$ cat src/hdl/grid_local_peak_finder_core_assert.svh
// ----------------------------------------------------------------------------
// grid local peak finder assertion macros
// shared concurrent assertion forms, clocked on clk and disabled in reset
// ----------------------------------------------------------------------------
`ifndef GRID_LOCAL_PEAK_FINDER_CORE_ASSERT_SVH
`define GRID_LOCAL_PEAK_FINDER_CORE_ASSERT_SVH

// condition that holds at every clock edge out of reset
`define GLPF_ASSERT_ALWAYS(label, cond, msg) \
    label: assert property (@(posedge clk) disable iff (!rst_n) (cond)) else $error(msg);

// consequence that holds in the cycle after its trigger
`define GLPF_ASSERT_NEXT(label, trig, cons, msg) \
    label: assert property (@(posedge clk) disable iff (!rst_n) (trig) |=> (cons)) \
        else $error(msg);

`endif

$ cat src/hdl/glpf_pkg.sv
// ----------------------------------------------------------------------------
// glpf_pkg
// shared types and constants of the grid local peak finder
// ----------------------------------------------------------------------------
package glpf_pkg;

    localparam int MAX_COLS_DEF    = 128;
    localparam int MAX_ROWS_DEF    = 128;
    localparam int SAMPLE_BITS_DEF = 16;

    localparam int PEAK_POS_W = 7;
    localparam int CFG_FIELD_W = 8;
    localparam int PADDR_W = 3;
    localparam int PDATA_W = 32;

    typedef enum logic [0:0] {
        REG_GRID_ROWS = 1'b0,
        REG_GRID_COLS = 1'b1
    } reg_idx_t;

    typedef struct packed {
        logic [PEAK_POS_W-1:0] row;
        logic [PEAK_POS_W-1:0] col;
        logic                  last;
    } peak_t;

endpackage

$ cat src/hdl/grid_local_peak_finder_core.sv
// ----------------------------------------------------------------------------
// grid_local_peak_finder_core
// four neighbour local maximum detector over a raster-streamed grid
//
// samples enter on the in channel (in_valid, in_stall, sample, pad) in raster
// order; after the last real row one row of pad transactions closes the grid.
// a cell is reported on the out channel (peak_row, peak_col, final_cell) when
// it is >= its four neighbours above, below, left and right, cells outside the grid counting as zero.
// the report is made when the sample below the cell is accepted; it passes
// through the line ram stage, which pushes straight into the output queue,
// before it shows on out_valid. one sample is taken every cycle while
// in_stall is low; the rate is set by the single read and write port of each
// line ram, with forwarding covering a write and a read of the same entry in
// the same cycle. when the receiver stalls, results collect in a two entry
// output queue and in_stall rises once no room is left for a new transaction
// beside the one in flight. grid size registers sit on the apb port at 0x0
// (rows) and 0x4 (cols); a write restarts the grid. reset sets a 1x1 grid
// and zeroes the position counters; the line rams need no clearing, every middle
// line entry is written in the first row, every upper one in the second, before use.
// ----------------------------------------------------------------------------
`include "grid_local_peak_finder_core_assert.svh"

module grid_local_peak_finder_core
    import glpf_pkg::*;
#(
    parameter int MAX_COLS    = MAX_COLS_DEF,
    parameter int MAX_ROWS    = MAX_ROWS_DEF,
    parameter int SAMPLE_BITS = SAMPLE_BITS_DEF
) (
    input  logic                          clk,
    input  logic                          rst_n,
    // sample channel
    input  logic                          in_valid,
    output logic                          in_stall,
    input  logic signed [SAMPLE_BITS-1:0] sample,
    input  logic                          pad,
    // result channel
    output logic                          out_valid,
    input  logic                          out_stall,
    output logic [PEAK_POS_W-1:0]         peak_row,
    output logic [PEAK_POS_W-1:0]         peak_col,
    output logic                          final_cell,
    // configuration
    input  logic                          psel,
    input  logic                          penable,
    input  logic                          pwrite,
    input  logic [PADDR_W-1:0]            paddr,
    input  logic [PDATA_W-1:0]            pwdata,
    output logic [PDATA_W-1:0]            prdata,
    output logic                          pready
);

    localparam int COL_W = $clog2(MAX_COLS);
    localparam int CN_W  = $clog2(MAX_COLS + 1);
    localparam int ROW_W = $clog2(MAX_ROWS + 1);

    // ------------------------------------------------------------------------
    // configuration registers
    // ------------------------------------------------------------------------
    logic [ROW_W-1:0]       rows_reg;
    logic [CN_W-1:0]        cols_reg;
    logic                   cfg_wr;
    logic [CFG_FIELD_W-1:0] cfg_val;
    logic [ROW_W-1:0]       rows_clamped;
    logic [CN_W-1:0]        cols_clamped;

    assign pready  = 1'b1;
    assign cfg_wr  = psel && penable && pwrite;
    assign cfg_val = pwdata[CFG_FIELD_W-1:0];

    always_comb
    begin
        if (cfg_val == '0)
        begin
            rows_clamped = ROW_W'(1);
            cols_clamped = CN_W'(1);
        end
        else
        begin
            rows_clamped = (32'(cfg_val) > 32'(MAX_ROWS)) ? ROW_W'(MAX_ROWS) : ROW_W'(cfg_val);
            cols_clamped = (32'(cfg_val) > 32'(MAX_COLS)) ? CN_W'(MAX_COLS) : CN_W'(cfg_val);
        end
    end

    always_ff @(posedge clk or negedge rst_n)
    begin
        if (!rst_n)
        begin
            rows_reg <= ROW_W'(1);
            cols_reg <= CN_W'(1);
        end
        else if (cfg_wr)
        begin
            unique case (reg_idx_t'(paddr[2]))
                REG_GRID_ROWS: rows_reg <= rows_clamped;
                REG_GRID_COLS: cols_reg <= cols_clamped;
                default:       rows_reg <= rows_reg;
            endcase
        end
    end

    always_comb
    begin
        unique case (reg_idx_t'(paddr[2]))
            REG_GRID_ROWS: prdata = PDATA_W'(rows_reg);
            REG_GRID_COLS: prdata = PDATA_W'(cols_reg);
            default:       prdata = '0;
        endcase
    end

    // ------------------------------------------------------------------------
    // position counters and accept stage
    // ------------------------------------------------------------------------
    logic             acc;
    logic [COL_W-1:0] col_count_reg;
    logic [COL_W-1:0] col_count_next;
    logic [ROW_W-1:0] row_count_reg;
    logic [ROW_W-1:0] row_count_next;
    logic [CN_W-1:0]  col_inc;
    logic [COL_W-1:0] mid_rd_addr;
    logic [31:0]      row_wide;
    logic [31:0]      col_wide;
    logic             row_end;
    logic signed [SAMPLE_BITS-1:0] below_in;
    peak_t            info_in;

    assign acc         = in_valid && !in_stall;
    assign col_inc     = CN_W'(col_count_reg) + CN_W'(1);
    assign mid_rd_addr = COL_W'(col_inc);
    assign row_end     = (col_inc == cols_reg);
    assign row_wide    = 32'(row_count_reg) - 32'd1;
    assign col_wide    = 32'(col_count_reg);
    assign below_in    = (pad || (row_count_reg >= rows_reg)) ? '0 : sample;

    assign info_in.row  = row_wide[PEAK_POS_W-1:0];
    assign info_in.col  = col_wide[PEAK_POS_W-1:0];
    assign info_in.last = (row_count_reg == rows_reg) && row_end;

    always_comb
    begin
        col_count_next = col_count_reg;
        row_count_next = row_count_reg;
        if (cfg_wr && (paddr[2] == REG_GRID_ROWS || paddr[2] == REG_GRID_COLS))
        begin
            col_count_next = '0;
            row_count_next = '0;
        end
        else if (acc)
        begin
            if (row_end)
            begin
                col_count_next = '0;
                row_count_next = (row_count_reg == rows_reg) ? '0 : row_count_reg + ROW_W'(1);
            end
            else
            begin
                col_count_next = mid_rd_addr;
            end
        end
    end

    always_ff @(posedge clk or negedge rst_n)
    begin
        if (!rst_n)
        begin
            col_count_reg <= '0;
            row_count_reg <= '0;
        end
        else
        begin
            col_count_reg <= col_count_next;
            row_count_reg <= row_count_next;
        end
    end

    // ------------------------------------------------------------------------
    // line ram stage
    // ------------------------------------------------------------------------
    logic                          s1_valid_reg;
    logic [COL_W-1:0]              s1_col_reg;
    logic                          s1_first_row_reg;
    logic                          s1_second_row_reg;
    logic                          s1_left_ok_reg;
    logic                          s1_right_ok_reg;
    logic signed [SAMPLE_BITS-1:0] s1_below_reg;
    logic                          s1_fwd_mid_reg;
    logic signed [SAMPLE_BITS-1:0] s1_fwd_mid_data_reg;
    logic                          s1_fwd_up_reg;
    logic signed [SAMPLE_BITS-1:0] s1_fwd_up_data_reg;
    peak_t                         s1_info_reg;

    logic signed [SAMPLE_BITS-1:0] col0_reg;
    logic signed [SAMPLE_BITS-1:0] prev_right_reg;
    logic signed [SAMPLE_BITS-1:0] prev_centre_reg;

    logic [SAMPLE_BITS-1:0]        mid_q;
    logic [SAMPLE_BITS-1:0]        up_q;
    logic signed [SAMPLE_BITS-1:0] mid_rd;
    logic signed [SAMPLE_BITS-1:0] up_rd;
    logic signed [SAMPLE_BITS-1:0] centre;
    logic signed [SAMPLE_BITS-1:0] up_val;
    logic signed [SAMPLE_BITS-1:0] left_val;
    logic signed [SAMPLE_BITS-1:0] right_val;
    logic                          s1_peak;
    logic                          up_we;

    glpf_ram #(
        .WIDTH (SAMPLE_BITS),
        .DEPTH (MAX_COLS)
    ) u_middle_line (
        .clk     (clk),
        .we      (s1_valid_reg),
        .wr_addr (s1_col_reg),
        .wr_data (s1_below_reg),
        .rd_addr (mid_rd_addr),
        .rd_data (mid_q)
    );

    glpf_ram #(
        .WIDTH (SAMPLE_BITS),
        .DEPTH (MAX_COLS)
    ) u_upper_line (
        .clk     (clk),
        .we      (up_we),
        .wr_addr (s1_col_reg),
        .wr_data (centre),
        .rd_addr (col_count_reg),
        .rd_data (up_q)
    );

    // same-entry write and read in the same cycle take the write data instead
    assign mid_rd = s1_fwd_mid_reg ? s1_fwd_mid_data_reg : $signed(mid_q);
    assign up_rd  = s1_fwd_up_reg ? s1_fwd_up_data_reg : $signed(up_q);

    // the cell being decided was read one transaction earlier as its right neighbour, or in column 0 sits in col0_reg
    assign centre    = (s1_col_reg == '0) ? col0_reg : prev_right_reg;
    assign up_val    = s1_second_row_reg ? '0 : up_rd;
    assign left_val  = s1_left_ok_reg ? prev_centre_reg : '0;
    assign right_val = s1_right_ok_reg ? mid_rd : '0;
    assign up_we     = s1_valid_reg && !s1_first_row_reg;

    assign s1_peak = s1_valid_reg && !s1_first_row_reg
                  && (centre >= up_val) && (centre >= s1_below_reg)
                  && (centre >= left_val) && (centre >= right_val);

    always_ff @(posedge clk or negedge rst_n)
    begin
        if (!rst_n)
        begin
            s1_valid_reg <= 1'b0;
        end
        else
        begin
            s1_valid_reg <= acc;
        end
    end

    always_ff @(posedge clk)
    begin
        if (acc)
        begin
            s1_col_reg          <= col_count_reg;
            s1_first_row_reg    <= (row_count_reg == '0);
            s1_second_row_reg   <= (row_count_reg == ROW_W'(1));
            s1_left_ok_reg      <= (col_count_reg != '0);
            s1_right_ok_reg     <= (col_inc < cols_reg);
            s1_below_reg        <= below_in;
            s1_fwd_mid_reg      <= s1_valid_reg && (s1_col_reg == mid_rd_addr);
            s1_fwd_mid_data_reg <= s1_below_reg;
            s1_fwd_up_reg       <= up_we && (s1_col_reg == col_count_reg);
            s1_fwd_up_data_reg  <= centre;
            s1_info_reg         <= info_in;
        end
        if (s1_valid_reg)
        begin
            prev_right_reg  <= mid_rd;
            prev_centre_reg <= centre;
            if (s1_col_reg == '0)
            begin
                col0_reg <= s1_below_reg;
            end
        end
    end

    // ------------------------------------------------------------------------
    // output queue
    // ------------------------------------------------------------------------
    logic       pop;
    logic [1:0] q_level;
    logic [2:0] in_flight;
    peak_t      head;

    glpf_out_q u_out_q (
        .clk       (clk),
        .rst_n     (rst_n),
        .push      (s1_peak),
        .push_data (s1_info_reg),
        .pop       (pop),
        .head      (head),
        .level     (q_level)
    );

    assign out_valid  = (q_level != 2'd0);
    assign pop        = out_valid && !out_stall;
    assign peak_row   = head.row;
    assign peak_col   = head.col;
    assign final_cell = head.last;

    // room must remain for the transaction in the ram stage and a new one
    assign in_flight = 3'(q_level) + 3'(s1_valid_reg) - 3'(pop);
    assign in_stall  = (in_flight > 3'd1);

    // ------------------------------------------------------------------------
    // assertions
    // ------------------------------------------------------------------------
    `GLPF_ASSERT_ALWAYS(a_queue_no_overflow, !(s1_peak && q_level == 2'd2 && !pop),
        "result queue overflow")
    `GLPF_ASSERT_NEXT(a_peak_reaches_output, s1_peak, out_valid,
        "detected peak not presented on output")
    `GLPF_ASSERT_NEXT(a_accept_enters_stage, acc, s1_valid_reg,
        "accepted transaction missing from ram stage")
    `GLPF_ASSERT_ALWAYS(a_col_in_grid, CN_W'(col_count_reg) < cols_reg,
        "column counter beyond grid width")
    `GLPF_ASSERT_ALWAYS(a_row_in_grid, row_count_reg <= rows_reg,
        "row counter beyond pad row")

endmodule

$ cat src/hdl/glpf_ram.sv
// ----------------------------------------------------------------------------
// glpf_ram
// simple dual port ram, one write and one registered read port
// ----------------------------------------------------------------------------
module glpf_ram #(
    parameter int WIDTH = 16,
    parameter int DEPTH = 128
) (
    input  logic                     clk,
    input  logic                     we,
    input  logic [$clog2(DEPTH)-1:0] wr_addr,
    input  logic [WIDTH-1:0]         wr_data,
    input  logic [$clog2(DEPTH)-1:0] rd_addr,
    output logic [WIDTH-1:0]         rd_data
);

    logic [WIDTH-1:0] mem [DEPTH];

    always_ff @(posedge clk)
    begin
        if (we)
        begin
            mem[wr_addr] <= wr_data;
        end
        rd_data <= mem[rd_addr];
    end

endmodule

$ cat src/hdl/glpf_out_q.sv
// ----------------------------------------------------------------------------
// glpf_out_q
// two entry result queue: output register plus skid entry
// ----------------------------------------------------------------------------
module glpf_out_q
    import glpf_pkg::*;
(
    input  logic       clk,
    input  logic       rst_n,
    input  logic       push,
    input  peak_t      push_data,
    input  logic       pop,
    output peak_t      head,
    output logic [1:0] level
);

    peak_t      q0_reg;
    peak_t      q1_reg;
    logic [1:0] level_reg;
    logic [1:0] level_next;

    always_comb
    begin
        level_next = level_reg;
        case ({push, pop})
            2'b10:   level_next = level_reg + 2'd1;
            2'b01:   level_next = level_reg - 2'd1;
            default: level_next = level_reg;
        endcase
    end

    always_ff @(posedge clk or negedge rst_n)
    begin
        if (!rst_n)
        begin
            level_reg <= '0;
        end
        else
        begin
            level_reg <= level_next;
        end
    end

    always_ff @(posedge clk)
    begin
        if (pop)
        begin
            // head leaves: skid moves up, or the new transaction fills in
            if (level_reg == 2'd2)
            begin
                q0_reg <= q1_reg;
                if (push)
                begin
                    q1_reg <= push_data;
                end
            end
            else if (push)
            begin
                q0_reg <= push_data;
            end
        end
        else if (push)
        begin
            if (level_reg == 2'd0)
            begin
                q0_reg <= push_data;
            end
            else
            begin
                q1_reg <= push_data;
            end
        end
    end

    assign head  = q0_reg;
    assign level = level_reg;

endmodule
$ cat config.mk
export PLATFORM = sky130hd
export DESIGN_NAME = grid_local_peak_finder_core
export DESIGN_NICKNAME = d
export VERILOG_FILES = /design/src/hdl/glpf_pkg.sv /design/src/hdl/grid_local_peak_finder_core.sv /design/src/hdl/glpf_ram.sv /design/src/hdl/glpf_out_q.sv
export VERILOG_INCLUDE_DIRS = /design/src /design/src/hdl
export SDC_FILE = /design/constraint.sdc
export NUM_CORES = 2
export LEC_CHECK = 0
export ABC_AREA = 0
export ABC_CLOCK_PERIOD_IN_PS = 6700
export BUFFER_PORTS_ARGS = -buffer_cell sky130_fd_sc_hd__clkbuf_2
export CAP_MARGIN = 20
export CELL_PAD_IN_SITES_DETAIL_PLACEMENT = 2
export CELL_PAD_IN_SITES_GLOBAL_PLACEMENT = 2
export CORE_AREA = 5 5 824 826
export CTS_CLUSTER_SIZE = 40
export DETAILED_ROUTE_END_ITERATION = 10
export DIE_AREA = 0 0 829 831
export MAX_ROUTING_LAYER = met4
export PLACE_DENSITY = 0.45
export SLEW_MARGIN = 40
export SYNTH_ARGS = -nofsm -noshare
export SYNTH_HDL_FRONTEND = slang
export SYNTH_HIERARCHICAL = 1
export SYNTH_SLANG_ARGS = --single-unit
$ cat constraint.sdc
create_clock -name clk -period 6.7 [get_ports clk]
set_input_delay 1.005 -clock clk [delete_from_list [all_inputs] [get_ports clk]]
set_output_delay 1.005 -clock clk [all_outputs]
set_load 0.005 [all_outputs]
==> results.sh <==
export IMPL_setup_tns_ns=0
export IMPL_pin_count=109
export IMPL_fp_dieW_um=829
export IMPL_drive_above_1_share_pct=34.28
export IMPL_wl_per_cell_um=29.41
export IMPL_final_common_cell="edfxtp_1"
export IMPL_final_util_pct=29.35
export IMPL_slew_violations=0
export IMPL_ys_ff_latch=4309
export IMPL_worstMarginPinSlew_ns=0.8813
export IMPL_placementRows=301
export IMPL_status="finished, final reports clean"
export IMPL_ir_drop_v=0.0002330
export IMPL_layout_worst_path_cycle_share_pct=86.68
export IMPL_cp_startpoint="s1_info_reg[4]"
export IMPL_syn_inst=7018
export IMPL_place_gp_congestion=0.7472
export IMPL_final_setup_worst_slack_ns=0.8925
export IMPL_cp_end_kind="flip-flop"
export IMPL_hpwl_mm=292.3
export IMPL_p_clk_share_pct=31.7
export IMPL_ys_flop_type="edfxtp_1"
export IMPL_finalCriticalPeriod_ns=5.808
export IMPL_rr_endpoint="u_out_q/head[3]"
export IMPL_yosys_warnings=6
export IMPL_portBuffers=57
export IMPL_timing_critical_path_from_type="flip-flop"
export IMPL_synth_cell_type_count=71
export IMPL_grt_pass1_wl_mm=699.5
export IMPL_preCtsSetupSlack_ns=0.6820
export IMPL_max_cap_violations=0
export IMPL_holdWs_ns=0.3115
export IMPL_switching_share_pct=30.23
export IMPL_rsz0062_at_grt="false"
export IMPL_grt_start_max_net_pins=123
export IMPL_async_flop_share_pct=0.7890
export IMPL_p_leak_nw=58.91
export IMPL_dp_cells=16060
export IMPL_layout_common_cells="edfxtp_1 (4,243), mux4_2 (1,344), clkbuf_16 (470)"
export IMPL_num_vias=76870
export IMPL_grt_usage_pct=14.66
export IMPL_r2r_start="s1_info_reg[4]"
export IMPL_cts_setup_buffers=0
export IMPL_cts_tree="built"
export IMPL_die_area_um2=688900
export IMPL_cts_root_buf="clkbuf_16"
export IMPL_initial_utilization_pct=24.90
export IMPL_syn_to_final_growth_pct=17.88
export IMPL_drc_errors=0
export IMPL_path_max_fanout=73
export IMPL_p_int_mw=54.39
export IMPL_reg_largest_list="u_middle_line/mem x2048, u_upper_line/mem x2048"
export IMPL_hp_class="input pin to flip-flop"
export IMPL_seqPwrFrac_pct=41.8
export IMPL_cts_clk_slew_worst_paths_ns=0.06
export IMPL_grt_pass1_vias=85020
export IMPL_p_switching_mw=23.57
export IMPL_syn_cell_area_um2=166900
export IMPL_fmax_mhz=172.2
export IMPL_setup_violations=0
export IMPL_synth_edf_count=4243
export IMPL_hold_viol_final=0
export IMPL_post_cts_resized=0
export IMPL_hold_buffers=1
export IMPL_crit_arrival_ns=6.52
export IMPL_core_area_um2=670400
export IMPL_slew_headroom_pct=41.25
export IMPL_clkLatencyLatePin_ns=1.03
export IMPL_ys_seq_area_share_pct=77.24
export IMPL_clk_path_buf_depth=4
export IMPL_endpoint="u_out_q/head[3]"
export IMPL_die_y_um=831
export IMPL_vias_per_cell=4.528
export IMPL_skew_ns=0.06978
export IMPL_r2r_cells=17
export IMPL_numCtsBuffers=464
export IMPL_overflow=0
export IMPL_ctsHtreeMaxLevel=5
export IMPL_layout_cells_non_filler=16980
export IMPL_postSynthAreaPerCell_um2=23.78
export IMPL_power_density_nw_per_um2=396.2
export IMPL_clock_sinks=4309
export IMPL_cp_required_ns=7.41
export IMPL_r2r_slack_ns=0.89
export IMPL_criticalPathCategory="flip-flop to flip-flop"
export IMPL_first_pass_iters=5
export IMPL_wl_mm=499.4
export IMPL_antenna_found_initial=34
export IMPL_layout_nets=7759
export IMPL_drt_initial_drc_count=6263
export IMPL_ant_nets=0
export IMPL_share_comb_of_total_power_pct=26.5
stage by stage:
stage	total power, mW	instance area (µm²)
global route	81.42	196700
CTS	79.65	196100
global placement	54.00	180800
finish	77.95	196700
floorplan	45.47	167000
detailed placement	54.55	181600
power groups by stage:
| stage | clock network [mW] | logic (mW) | registers [mW] |
|---|---|---|---|
| floorplan | 0 | 11.7 | 33.8 |
| global placement | 0 | 20.8 | 33.2 |
| detailed placement | 0 | 21.4 | 33.2 |
| CTS | 25.6 | 21.4 | 32.6 |
| global route | 26.8 | 22.1 | 32.6 |
| finish | 24.7 | 20.7 | 32.5 |
worst min-delay path by stage:
stage                          startpoint                  to  slack [ns]  cells after the start
after floorplan            s1_info_reg[0]   u_out_q/q1_reg[0]        0.42                      0
after global placement    s1_info_reg[14]  u_out_q/q1_reg[14]        0.44                      0
after detailed placement  s1_info_reg[12]  u_out_q/q1_reg[12]        0.45                      0
after CTS                       pwdata[2]         rows_reg[2]        0.18                      3
after global routing           sample[14]    s1_below_reg[14]        0.23                      2
final                          sample[14]    s1_below_reg[14]        0.31                      2
logic make-up after synthesis:
kind of cell	after synthesis	synth area share, %
and+or+nand+nor	611	1.659
other	2	0.004500
muxes	1428	18.71
buffers and inverters	430	1.122
AOI/OAI and AO/OA	121	0.4581
adders and majority gates	85	0.6410
xor gates and xnor gates	32	0.1679
DFF	4309	77.24
critical path, stage by stage (launching register included):
cell and delay (ns):
edfxtp_1 0.46, buf_4 0.29, nor3_2 0.40, nand2_1 0.47
nand2_1 0.35, nand2_8 0.30, ha_1 0.50, nand4_1 0.16
nor4_1 0.61, nand3b_1 0.17, mux2_1 0.33, o21ai_2 0.13
xnor2_1 0.18, o2111a_1 0.36, inv_1 0.10, ha_1 0.21
a21oi_1 0.14, buf_4 0.25
final cells by class:
class                      instances  area [µm²]
timing repair buffer             487        4783
inverter                          52       227.7
clock inverter                   284        2231
clock buffer                     582       12210
multi-input combinational       2302       37120
antenna                           25       62.56
tap                             8938       11180
fill                           66760      473600
sequential                      4309      128900
routing by layer:
layer	share of wire [%]	track usage [%]	vias up
met4	1.8	2.665	0
li1	-	-	31300
met1	45	19.66	43700
met5	0	-	-
met3	3.1	1.516	573
met2	50	24.51	1300
Yosys cell counts (10+ instances only):
master / n / area share [%]
a21o_1: 11 / 0.049
a21oi_1: 23 / 0.069
and2_1: 19 / 0.071
and3_1: 10 / 0.037
buf_1: 58 / 0.13
buf_2: 104 / 0.31
buf_4: 27 / 0.12
clkbuf_1: 186 / 0.42
dfrtp_1: 32 / 0.48
dfxtp_1: 32 / 0.38
edfxtp_1: 4243 / 76
ha_1: 83 / 0.62
inv_1: 51 / 0.11
mux2_2: 57 / 0.38
mux2i_1: 17 / 0.10
mux4_2: 1344 / 18
nand2_1: 146 / 0.33
nand2b_1: 17 / 0.064
nand3_1: 37 / 0.11
nand4_1: 23 / 0.086
nor2_1: 267 / 0.60
nor2b_1: 21 / 0.079
nor3_1: 31 / 0.093
o21ai_0: 48 / 0.14
or2_2: 18 / 0.067
xnor2_1: 19 / 0.10
xor2_1: 13 / 0.068
Note: power is estimated with default switching activity, not from simulation.
